$ cat src/rtl/tpc_pkg.sv
// Shared constants and types for the trapezoid profile calculator.
package tpc_pkg;

    localparam int DIV_W      = 48;  // divider datapath width
    localparam int RATE_STEPS = 16;  // quotient bits of the rate scaling chains
    localparam int CNT_STEPS  = 32;  // quotient bits of the step count chains

    localparam logic [15:0] MIN_RATE_RESET = 16'd120;
    localparam logic [15:0] RATE_MAX       = 16'hFFFF;

    // one restoring-division cell worth of data
    typedef struct packed {
        logic [DIV_W:0]   rem;
        logic [DIV_W-1:0] num;
        logic [DIV_W-1:0] quo;
        logic [DIV_W-1:0] den;
    } t_div;

    // values that ride alongside the divider chains
    typedef struct packed {
        logic [31:0] nr2;
        logic [22:0] a2;
        logic [46:0] a2c;
        logic [23:0] count;
        logic [15:0] floor_rate;
        logic        zero_nom;
        logic        ovf_e;
        logic        ovf_x;
        logic [15:0] ir;
        logic [15:0] fr;
        logic        neg_a;
        logic        neg_d;
        logic        neg_i;
        logic        ovf_i;
    } t_side;

endpackage

$ cat src/rtl/tpc_div_cell.sv
// One restoring division step: shifts in a dividend bit, emits one quotient bit.
module tpc_div_cell import tpc_pkg::*; (
    input  logic i_clk,
    input  logic i_en,
    input  t_div i_d,
    output t_div o_d
);

    logic [DIV_W:0] w_trial;
    logic           w_fit;
    t_div           n_d;
    t_div           r_d;

    always_comb begin
        w_trial = {i_d.rem[DIV_W-1:0], i_d.num[DIV_W-1]};
        w_fit   = (w_trial >= {1'b0, i_d.den});
        n_d.rem = w_fit ? (w_trial - {1'b0, i_d.den}) : w_trial;
        n_d.num = {i_d.num[DIV_W-2:0], 1'b0};
        n_d.quo = {i_d.quo[DIV_W-2:0], w_fit};
        n_d.den = i_d.den;
    end

    always_ff @(posedge i_clk) begin
        if (i_en) begin
            r_d <= n_d;
        end
    end

    assign o_d = r_d;

endmodule

$ cat config.mk
export PLATFORM = sky130hd
export DESIGN_NAME = tpc_div_cell
export DESIGN_NICKNAME = d
export VERILOG_FILES = /design/src/rtl/tpc_pkg.sv /design/src/rtl/tpc_div_cell.sv
export SDC_FILE = /design/constraint.sdc
export NUM_CORES = 1
export LEC_CHECK = 0
export BUFFER_PORTS_ARGS = -buffer_cell sky130_fd_sc_hd__buf_2
export CAP_MARGIN = 5
export CORE_MARGIN = 8
export CORE_UTILIZATION = 49
export CTS_CLUSTER_SIZE = 8
export DETAILED_ROUTE_END_ITERATION = 16
export PLACE_DENSITY_LB_ADDON = 0.2
export SYNTH_ARGS = -nofsm -noshare
export SYNTH_HDL_FRONTEND = slang
export SYNTH_SLANG_ARGS = --single-unit
$ cat constraint.sdc
create_clock -name i_clk -period 3.9 [get_ports i_clk]
set_clock_uncertainty 0.2 [all_clocks]
set_input_delay 0 -clock i_clk [delete_from_list [all_inputs] [get_ports i_clk]]
set_output_delay 0 -clock i_clk [all_outputs]
set_load 0.005 [all_outputs]
# Word-level counts from Yosys, hierarchy flattened
# Index checks and enable logic that the tools add are counted.
word_totals:
  regBits: 192
  latchBits: 0
  ramBits: 0
  romBits: 0
  elab_cells: 7
  mem_count: 0
op_classes:
  add_sub_neg: 1
  n_mul: 0
  div_mod_pow: 0
  n_lt_le_gt_ge: 1
  n_eq_ne: 0
  shift: 0
  n_mux: 1
  bitwise: 0
  reduce_logical: 0
ops:
  columns: ["op", "n"]
  rows:
  - [">= comparator 49 x 48 -> 1 bit", 1]
  - ["2-to-1 mux 49 bit", 1]
  - ["subtractor 49 x 48 -> 49 bit", 1]

# Depth between registers and ports, before layout
# Gate-level depths: netlist of the first run.
depth:
  depth_word: 2
  depth_mapped: 15
  ltp_nobuf: 12

# Worst setup path after synthesis of the first run
# OpenSTA, ideal clock, no wires.
synth_timing:
  kind: "input-to-reg"
  startpoint: "input port i_d[11] (netlist bit)"
  endpoint: "register r_d (netlist bit o_d[147]) (data pin)"
  setup_ns: 0.260
  t_arrival_ns: 2.595
  t_required_ns: 3.440
  setup_slack_ns: 0.845
  path_stages: 14
  path_buffers: 3
  cell_sequence: "inv_1 -> ha_1 -> clkbuf_1 -> and3_1 -> nand2_1 -> o221ai_2 -> a41oi_4 -> o31ai_4 -> a21oi_4 -> o21a_1 -> buf_6 -> inv_8 -> buf_12 -> mux2_4"
synth_lines:
  columns: ["element", "line", "text"]
  rows:
  - ["start, declared", "tpc_div_cell.sv:5", "input t_div i_d,"]
  - ["end signal, assigned", "tpc_div_cell.sv:25", "r_d <= n_d;"]
  - ["end, declared", "tpc_div_cell.sv:12", "t_div r_d;"]

==> out/qor.csv, run 1 <==
metric;value;unit
clk slew on worst S/H paths;80;ps
sequential fraction of the synthesis area;58.7;%
proportion of power drawn by combinational gates;23.8;%
Pint;0.00408;W
First-pass DRT Iterations;5;
placed cell area;12000;sq um
worst-path fanout max;41;
Tot GR Track Use;26.9;%
critical path class;input port to flip-flop;
sequential share of power;44.9;%
largest cells by area after synthesis;edfxtp_1, ha_1, mux2_4, a21o_1, a21oi_1;
most frequent cells in the layout;buf_2, edfxtp_1, dlygate4sd3_1;
CTS tree;done;
P_sw;0.00165;W
CTS Root Cell;clkbuf_16;
vias in the first global route;8626;
Clk pwr share;31.4;%
ys flop type;edfxtp_1;
Largest register FFs;192;
CP cell instances;dlygate4sd3_1 -> buf_2 -> inv_1 -> ha_1 -> and3_1 -> and3_1 -> nand2_1 -> o221ai_2 -> a41oi_4 -> o31ai_4 -> a21oi_4 -> o21a_1 -> clkinv_8 -> mux2_2;
MaxCap Viol Count;0;
Hold Crit Depth;1;
via count;8408;
Least-Margin Pin Slew;691;ps
Routed Antenna Nets;0;
Initial Util;50.1;%
total CTS buffers;17;
status;finished clean;
number of synthesis warnings;0;
die area;24800;sq um
WL met3;2720;microns
# setup viols final;0;
grt ovf;0;
WP data required;3880;ps
CP max stage delay;550;ps
Final min period;3670;ps
cell count after synthesis;739;
first-pass GRT wire length;50500;microns
largest net degree at the start of global routing;83;
initial DRC count;485;
Routed met2 length;17400;microns
NumNets Final;1558;
per-cell routed wire length;21.5;microns
WL final;34300;microns
share of layout cells above drive strength 1;36.3;%
worst hold margin;26.8;ps
met1 WL;12700;microns
uppermost routed layer;met5;
crit share post-route;94.1;%
Die Y;158;microns
Crit-path slowest cell;dlygate4sd3_1;
asr flop ratio synth;0;%
Critical Path AT;3650;ps
Startpoint Class;input port;
Bufs on Longest Clock Path;2;
overall die width;158;microns
Unique masters post-synth;68;
Peak VDD IR;291;uV
max-slew violation count;0;
Final Hold Fails;0;
power per cell area;395;nW/um^2
most used cell, CP;and3_1;
Worst Hold Class;input port to flip-flop;
Mapped Avg Cell Area;13.3;sq um
Residual DRC;0;
CTS sink count;192;
drt via density;5.26;
antenna violations before repair;6;
total core area;19600;sq um
IO Port Bufs;384;
CP Capture Type;flip-flop;
Post-Synthesis Cell Area;9810;sq um
H-tree levels;4;
Yosys reg bits;192;
final core utilization;74.1;%
Max Freq;272;MHz
row cnt;51;
slew margin rel.;53.9;%
dpl hpwl;23400;microns
Area growth syn-to-layout;47.8;%
Sw Ratio;28.8;%
io pins;388;
total leakage power;6.54;nW
syn_nets;983;
post-synth top area share;58.7;%
Post-synth EDFFs;192;
post-route cell area;14500;sq um
RePlAce Congestion;0.862;
area leader, netlist;edfxtp_1;
commonest non-fill, non-tap cell in the layout;buf_2;
## cells by family after synthesis
family | Yosys count | synth area share, %
mux | 42 | 6.23
flops | 192 | 58.7
compound gates | 184 | 13.5
simple gates | 147 | 7.65
fa+ha+maj | 49 | 6.32
xor+xnor | 37 | 3.30
buf+inv | 87 | 4.18
other cells | 1 | 0.0382
## power by group through the flow
stage,sequential [W],combinational (W),clock [W]
final,0.00257,0.00136,0.00180
after detailed placement,0.00261,0.00118,0
after global placement,0.00260,0.00117,0
after floorplan,0.00265,0.000633,0
after CTS,0.00256,0.00134,0.00180
after global routing,0.00259,0.00147,0.00190
## final timing paths
path | from | to | slack [ps]
max | i_d[10] | o_d[146] | 230
min | i_en | o_d[41] | 30
## metal layers
layer / vias to the layer above / GRT usage [%]
met5: - / 0
met4: 2 / 12.9
met3: 80 / 6.64
met2: 392 / 47.8
met1: 3998 / 29.8
li1: 3936 / -
## Yosys cell counts, types with 7 or more instances
cell type	count
a21boi_0	7
a21o_1	35
a21oi_1	49
and3_1	12
clkbuf_1	19
edfxtp_1	192
ha_1	48
inv_1	61
mux2_4	38
nand2_1	42
nand3_1	9
nand4_1	14
nor2_1	30
o211ai_1	10
o21a_1	7
o21ai_0	26
o21bai_1	10
xnor2_1	22
xor2_1	15
## through the flow
| step | setup slack, ps | instances | power [W] | setup TNS [ps] |
|---|---|---|---|---|
| 2_1_floorplan | 845 | 739 | 0.00328 | 0 |
| 5_1_grt | -7.82 | 1597 | 0.00596 | -7.82 |
| 3_3_place_gp | 325 | 1369 | 0.00376 | 0 |
| 4_1_cts | 225 | 1592 | 0.00571 | 0 |
| 3_5_place_dp | 349 | 1369 | 0.00378 | 0 |
| 6_report | 229 | 1597 | 0.00573 | 0 |
## worst max-delay path: cells and delay by family
family          cells  cell delay (ps)
compound gates      5             1310
simple gates        3              580
buf+inv             4              960
fa+ha+maj           1              370
mux                 1              390
## cell type report
class	instances	area, sq um
flip-flops and latches	192	5770
inverters	62	245
well taps	265	332
clock inverters	15	181
repair buffers	581	3900
diodes	5	12.5
multi-input cells	460	3650
fillers	1287	5080
clock buffers	17	425
## what timing repair did
action,CTS,global route
hold buffers,191,0
buffers inserted,0,0
hold endpoints to repair,191,0
setup endpoints to repair,0,1
resized for setup,0,2
No activity file was read; power rests on OpenSTA's default activity.
==> run 2, diff against run 1 <==
- CORE_ASPECT_RATIO: not set -> 2
==> run 2 against run 1 <==
Count of clock-buffer cells in the layout grew 1. First-iteration DRC count decreased by 11%. Setup slack better by 25 ps. Die area increased by 1.1%. Critical path type unchanged. Critical endpoint unchanged. Largest power group unchanged.
==> out/qor.csv, run 2 (synthesis results as in run 1) <==
metric;value;unit;change
status;finished clean;;unchanged
Total Power;0.00566;W;was 0.00573 W
io pins;388;;unchanged
row cnt;73;;was 51
delay-heaviest family, CP;compound AO/OA/AOI/OAI gates;;unchanged
Pint;0.00406;W;was 0.00408 W
most frequent cells in the layout;buf_2, dlygate4sd3_1, edfxtp_1;;was buf_2, edfxtp_1, dlygate4sd3_1
total core area;19700;sq um;was 19600 sq um
worst hold margin;65.8;ps;was 26.8 ps
RSZ-0062 raised after global routing;no;;
WP buf/inv;3;;was 4
IO Port Bufs;384;;unchanged
area of the multi-input gates;3640;sq um;was 3650 sq um
total CTS buffers;17;;unchanged
Startpoint Class;input port;;unchanged
per-cell routed wire length;21.5;microns;about the same
Final min period;3650;ps;was 3670 ps
dpl hpwl;24300;microns;was 23400 microns
# setup viols final;0;;unchanged
antenna violations before repair;2;;was 6
Sw Ratio;28.3;%;was 28.8%
post-CTS resize count;0;;unchanged
RePlAce Congestion;0.868;;was 0.862
MaxCap Viol Count;0;;unchanged
NumNets Final;1559;;was 1558
CP max stage delay;550;ps;about the same
slew margin rel.;59.3;%;was 53.9%
Reg area;5770;sq um;unchanged
P_sw;0.00160;W;was 0.00165 W
Filler Cell Count;1356;;was 1287
Hold Crit Start;i_d[61];;was i_en
Die Y;216;microns;was 158 microns
share of layout cells above drive strength 1;36.3;%;about the same
drt via density;5.26;;about the same
Bufs on Longest Clock Path;2;;unchanged
Peak VDD IR;304;uV;was 291 uV
met1 usage;25.1;%;was 29.8%
met2 Use GR;50.8;%;was 47.8%
Critical Path AT;3650;ps;about the same
CTS tree;done;;unchanged
proportion of power drawn by combinational gates;24.1;%;was 23.8%
total leakage power;6.53;nW;was 6.54 nW
CTS Root Cell;clkbuf_16;;unchanged
grt ovf;0;;unchanged
grt met3 use;7.97;%;was 6.64%
Crit-path slowest cell;dlygate4sd3_1;;unchanged
most used cell, CP;and3_1;;unchanged
Max Freq;274;MHz;was 272 MHz
clk slew on worst S/H paths;80;ps;about the same
max-slew violation count;0;;unchanged
WL final;34300;microns;about the same
Largest register FFs;192;;unchanged
via count;8370;;was 8408
First-pass DRT Iterations;5;;unchanged
sequential share of power;45.5;%;was 44.9%
Area growth syn-to-layout;47.3;%;was 47.8%
Final Hold Fails;0;;unchanged
overall die width;116;microns;was 158 microns
critical path depth in cells;13;;was 14
Hold Crit Depth;2;;was 1
first-pass GRT wire length;50500;microns;about the same
CTS sink count;192;;unchanged
Least-Margin Pin Slew;610;ps;was 691 ps
Clk pwr share;30.4;%;was 31.4%
die area;25100;sq um;was 24800 sq um
H-tree levels;4;;unchanged
commonest non-fill, non-tap cell in the layout;buf_2;;unchanged
Worst Hold Class;input port to flip-flop;;unchanged
Residual DRC;0;;unchanged
Initial Util;49.7;%;was 50.1%
CP Capture Type;flip-flop;;unchanged
CP cell instances;dlygate4sd3_1 -> buf_2 -> ha_1 -> and3_1 -> and3_1 -> nand2_1 -> o221ai_2 -> a41oi_4 -> o31ai_4 -> a21oi_4 -> o21a_1 -> inv_8 -> mux2_2;;was dlygate4sd3_1 -> buf_2 -> inv_1 -> ha_1 -> and3_1 -> and3_1 -> nand2_1 -> o221ai_2 -> a41oi_4 -> o31ai_4 -> a21oi_4 -> o21a_1 -> clkinv_8 -> mux2_2
Top Usage Layer GRT;met2;;unchanged
WP data required;3900;ps;was 3880 ps
initial DRC count;430;;was 485
Routed Antenna Nets;0;;unchanged
crit share post-route;93.5;%;was 94.1%
power per cell area;391;nW/um^2;was 395 nW/um^2
worst-path fanout max;41;;unchanged
critical path class;input port to flip-flop;;unchanged
Tot GR Track Use;26.9;%;about the same
critical path launch point;i_d[153];;was i_d[10]
largest net degree at the start of global routing;83;;unchanged
vias in the first global route;9117;;was 8626
setup tns final;0;ps;unchanged
[run 2: cell type report]
cell class | count | area share [%]
clock inverter | 14 | 1.00
tap | 262 | 2.27
multi-input combinational | 460 | 25.2
clock buffer | 18 | 2.97
inverter | 62 | 1.66
timing repair buffer | 582 | 27.0
antenna | 2 | 0.0346
sequential | 192 | 39.9
[run 2: what timing repair did]
item,CTS,global route
buffers inserted,0,0
hold endpoints to repair,262,0
hold buffers,192,0
[run 2: power by group through the flow]
stage | clock, W | combinational, W | sequential (W)
2_1_floorplan | 0 | 0.000633 | 0.00265
3_3_place_gp | 0 | 0.00117 | 0.00260
3_5_place_dp | 0 | 0.00119 | 0.00261
4_1_cts | 0.00174 | 0.00136 | 0.00257
5_1_grt | 0.00183 | 0.00147 | 0.00259
6_report | 0.00172 | 0.00137 | 0.00258
[run 2: final timing paths]
check | end | slack, ps
min | o_d[62] | 70
max | o_d[146] | 250
[run 2: stage by stage]
stage	instance area, sq um	std cells	utilization, %	setup WS (ps)
final	14500	1592	73.3	254
after global routing	14500	1592	73.3	81.3
after CTS	14500	1590	73.3	293
after detailed placement	12000	1366	60.6	356
after global placement	12000	1366	60.6	393
after floorplan	9810	739	-	845
[run 2: per-layer routing]
layer  wire (microns)  vias up
li1                 -     3927
met1            11200     4002
met2            18700      365
met3             2970       76
met4             1380        0
met5                0        -
==> run 3, diff against run 2 <==
- REMOVE_ABC_BUFFERS: not set -> 1
==> run 3 against run 2 <==
Critical endpoint unchanged. Critical path depth increased by 1. Power increased by 1.2%. Sequential cell count unchanged. Clock power increased by 2%.
==> out/qor.csv, run 3 (synthesis results as in run 1) <==
metric;value;unit;change
per-cell routed wire length;22.7;microns;was 21.5 microns
Setup Fix Bufs, Post-CTS;0;;unchanged
total core area;19700;sq um;unchanged
Hold Crit Endpoint;o_d[186];;was o_d[62]
slew margin rel.;56.1;%;was 59.3%
row cnt;73;;unchanged
IO Port Bufs;384;;unchanged
antenna violations before repair;4;;was 2
Peak VDD IR;267;uV;was 304 uV
Residual DRC;0;;unchanged
Least-Margin Pin Slew;658;ps;was 610 ps
setup tns final;0;ps;unchanged
worst slack, placed;292;ps;was 356 ps
Max Freq;266;MHz;was 274 MHz
clk slew on worst S/H paths;70;ps;was 80 ps
CTS Root Cell;clkbuf_16;;unchanged
Startpoint Class;input port;;unchanged
worst setup margin;145;ps;was 254 ps
Critical Path AT;3750;ps;was 3650 ps
MaxCap Viol Count;0;;unchanged
First-pass DRT Iterations;5;;unchanged
# setup viols final;0;;unchanged
Final Hold Fails;0;;unchanged
most used cell, CP;and3_1;;unchanged
total leakage power;6.54;nW;was 6.53 nW
worst-path fanout max;41;;unchanged
Hold Crit Depth;1;;was 2
via count;8478;;was 8370
RSZ-0062 raised after global routing;no;;unchanged
worst hold margin;10.2;ps;was 65.8 ps
Final Instance Count excl. Fillers;1595;;was 1592
status;finished clean;;unchanged
WP data required;3890;ps;was 3900 ps
Hold Crit Start;i_en;;was i_d[61]
largest net degree at the start of global routing;81;;was 83
Largest register FFs;192;;unchanged
first-pass GRT wire length;53200;microns;was 50500 microns
Final min period;3750;ps;was 3650 ps
Routed Antenna Nets;0;;unchanged
Crit-path slowest cell;dlygate4sd3_1;;unchanged
placed cells;1368;;was 1366
CP cell instances;dlygate4sd3_1 -> buf_2 -> inv_1 -> ha_1 -> and3_1 -> and3_1 -> nand2_1 -> o221ai_2 -> a41oi_4 -> o31ai_4 -> a21oi_4 -> o21a_1 -> inv_8 -> mux2_2;;was dlygate4sd3_1 -> buf_2 -> ha_1 -> and3_1 -> and3_1 -> nand2_1 -> o221ai_2 -> a41oi_4 -> o31ai_4 -> a21oi_4 -> o21a_1 -> inv_8 -> mux2_2
Area growth syn-to-layout;47.4;%;was 47.3%
delay-heaviest family, CP;compound AO/OA/AOI/OAI gates;;unchanged
die area;25100;sq um;unchanged
NumNets Final;1560;;was 1559
RePlAce Congestion;0.869;;was 0.868
total CTS buffers;17;;unchanged
WP buf/inv;4;;was 3
Initial Util;49.7;%;unchanged
commonest non-fill, non-tap cell in the layout;buf_2;;unchanged
CTS tree;done;;unchanged
CTS Hold Bufs;191;;was 192
overall die width;116;microns;unchanged
Worst Hold Class;input port to flip-flop;;unchanged
Total Power;0.00573;W;was 0.00566 W
post-CTS resize count;0;;unchanged
most frequent cells in the layout;buf_2, edfxtp_1, dlygate4sd3_1;;was buf_2, dlygate4sd3_1, edfxtp_1
CP max stage delay;530;ps;was 550 ps
Bufs on Longest Clock Path;2;;unchanged
dpl hpwl;24800;microns;was 24300 microns
initial DRC count;460;;was 430
grt ovf;0;;unchanged
power per cell area;396;nW/um^2;was 391 nW/um^2
Tot GR Track Use;28.5;%;was 26.9%
WL final;36300;microns;was 34300 microns
CP Capture Type;flip-flop;;unchanged
crit share post-route;96.3;%;was 93.5%
share of layout cells above drive strength 1;36.3;%;about the same
CTS sink count;192;;unchanged
Die Y;216;microns;unchanged
H-tree levels;4;;unchanged
drt via density;5.32;;was 5.26
critical path class;input port to flip-flop;;unchanged
vias in the first global route;9114;;was 9117
max-slew violation count;0;;unchanged
io pins;388;;unchanged
## run 3: changes by cell type in the layout (fill, tap and decap cells not counted), sizes merged
cell         change
clkinv           +1
buf              +2
dlygate4sd3      -1
clkinvlp         -2
diode            +2
bufinv           +1
## run 3: worst max-delay path by stage
stage                     startpoint  slack (ps)       end  depth (start not counted)
after floorplan               i_d[1]         660  o_d[147]                         12
after global placement        i_d[8]         310  o_d[146]                         13
after detailed placement      i_d[8]         290  o_d[146]                         13
after CTS                     i_d[8]         220  o_d[146]                         14
after global routing          i_d[8]          20  o_d[146]                         14
final                        i_d[10]         150  o_d[146]                         14
## run 3: final cells by class
class / count / area, sq um
clock buffer: 18 / 429
antenna: 4 / 10.0
clock inverter: 14 / 154
fill: 1332 / 5260
sequential: 192 / 5770
multi-input combinational: 460 / 3640
tap: 262 / 328
inverter: 62 / 240
timing repair buffer: 583 / 3900
## run 3: metrics by stage
stage	instance area [sq um]	utilization, %
6_report	14500	73.3
5_1_grt	14500	73.3
4_1_cts	14500	73.3
3_5_place_dp	12000	60.6
3_3_place_gp	12000	60.6
2_1_floorplan	9640	-
## run 3: power by group
group          leakage, nW  switching, W  internal (W)
clock                0.283      0.000854      0.000909
sequential            1.88     0.0000665       0.00252
combinational         4.38      0.000690      0.000690
## run 3: per-layer routing
metal	track usage, %	vias to the layer above	part of all wire (%)
met5	0	-	0
met4	14.8	0	4.5
met3	7.86	76	8.3
met2	53.4	415	54
met1	26.9	4066	33
li1	-	3921	-
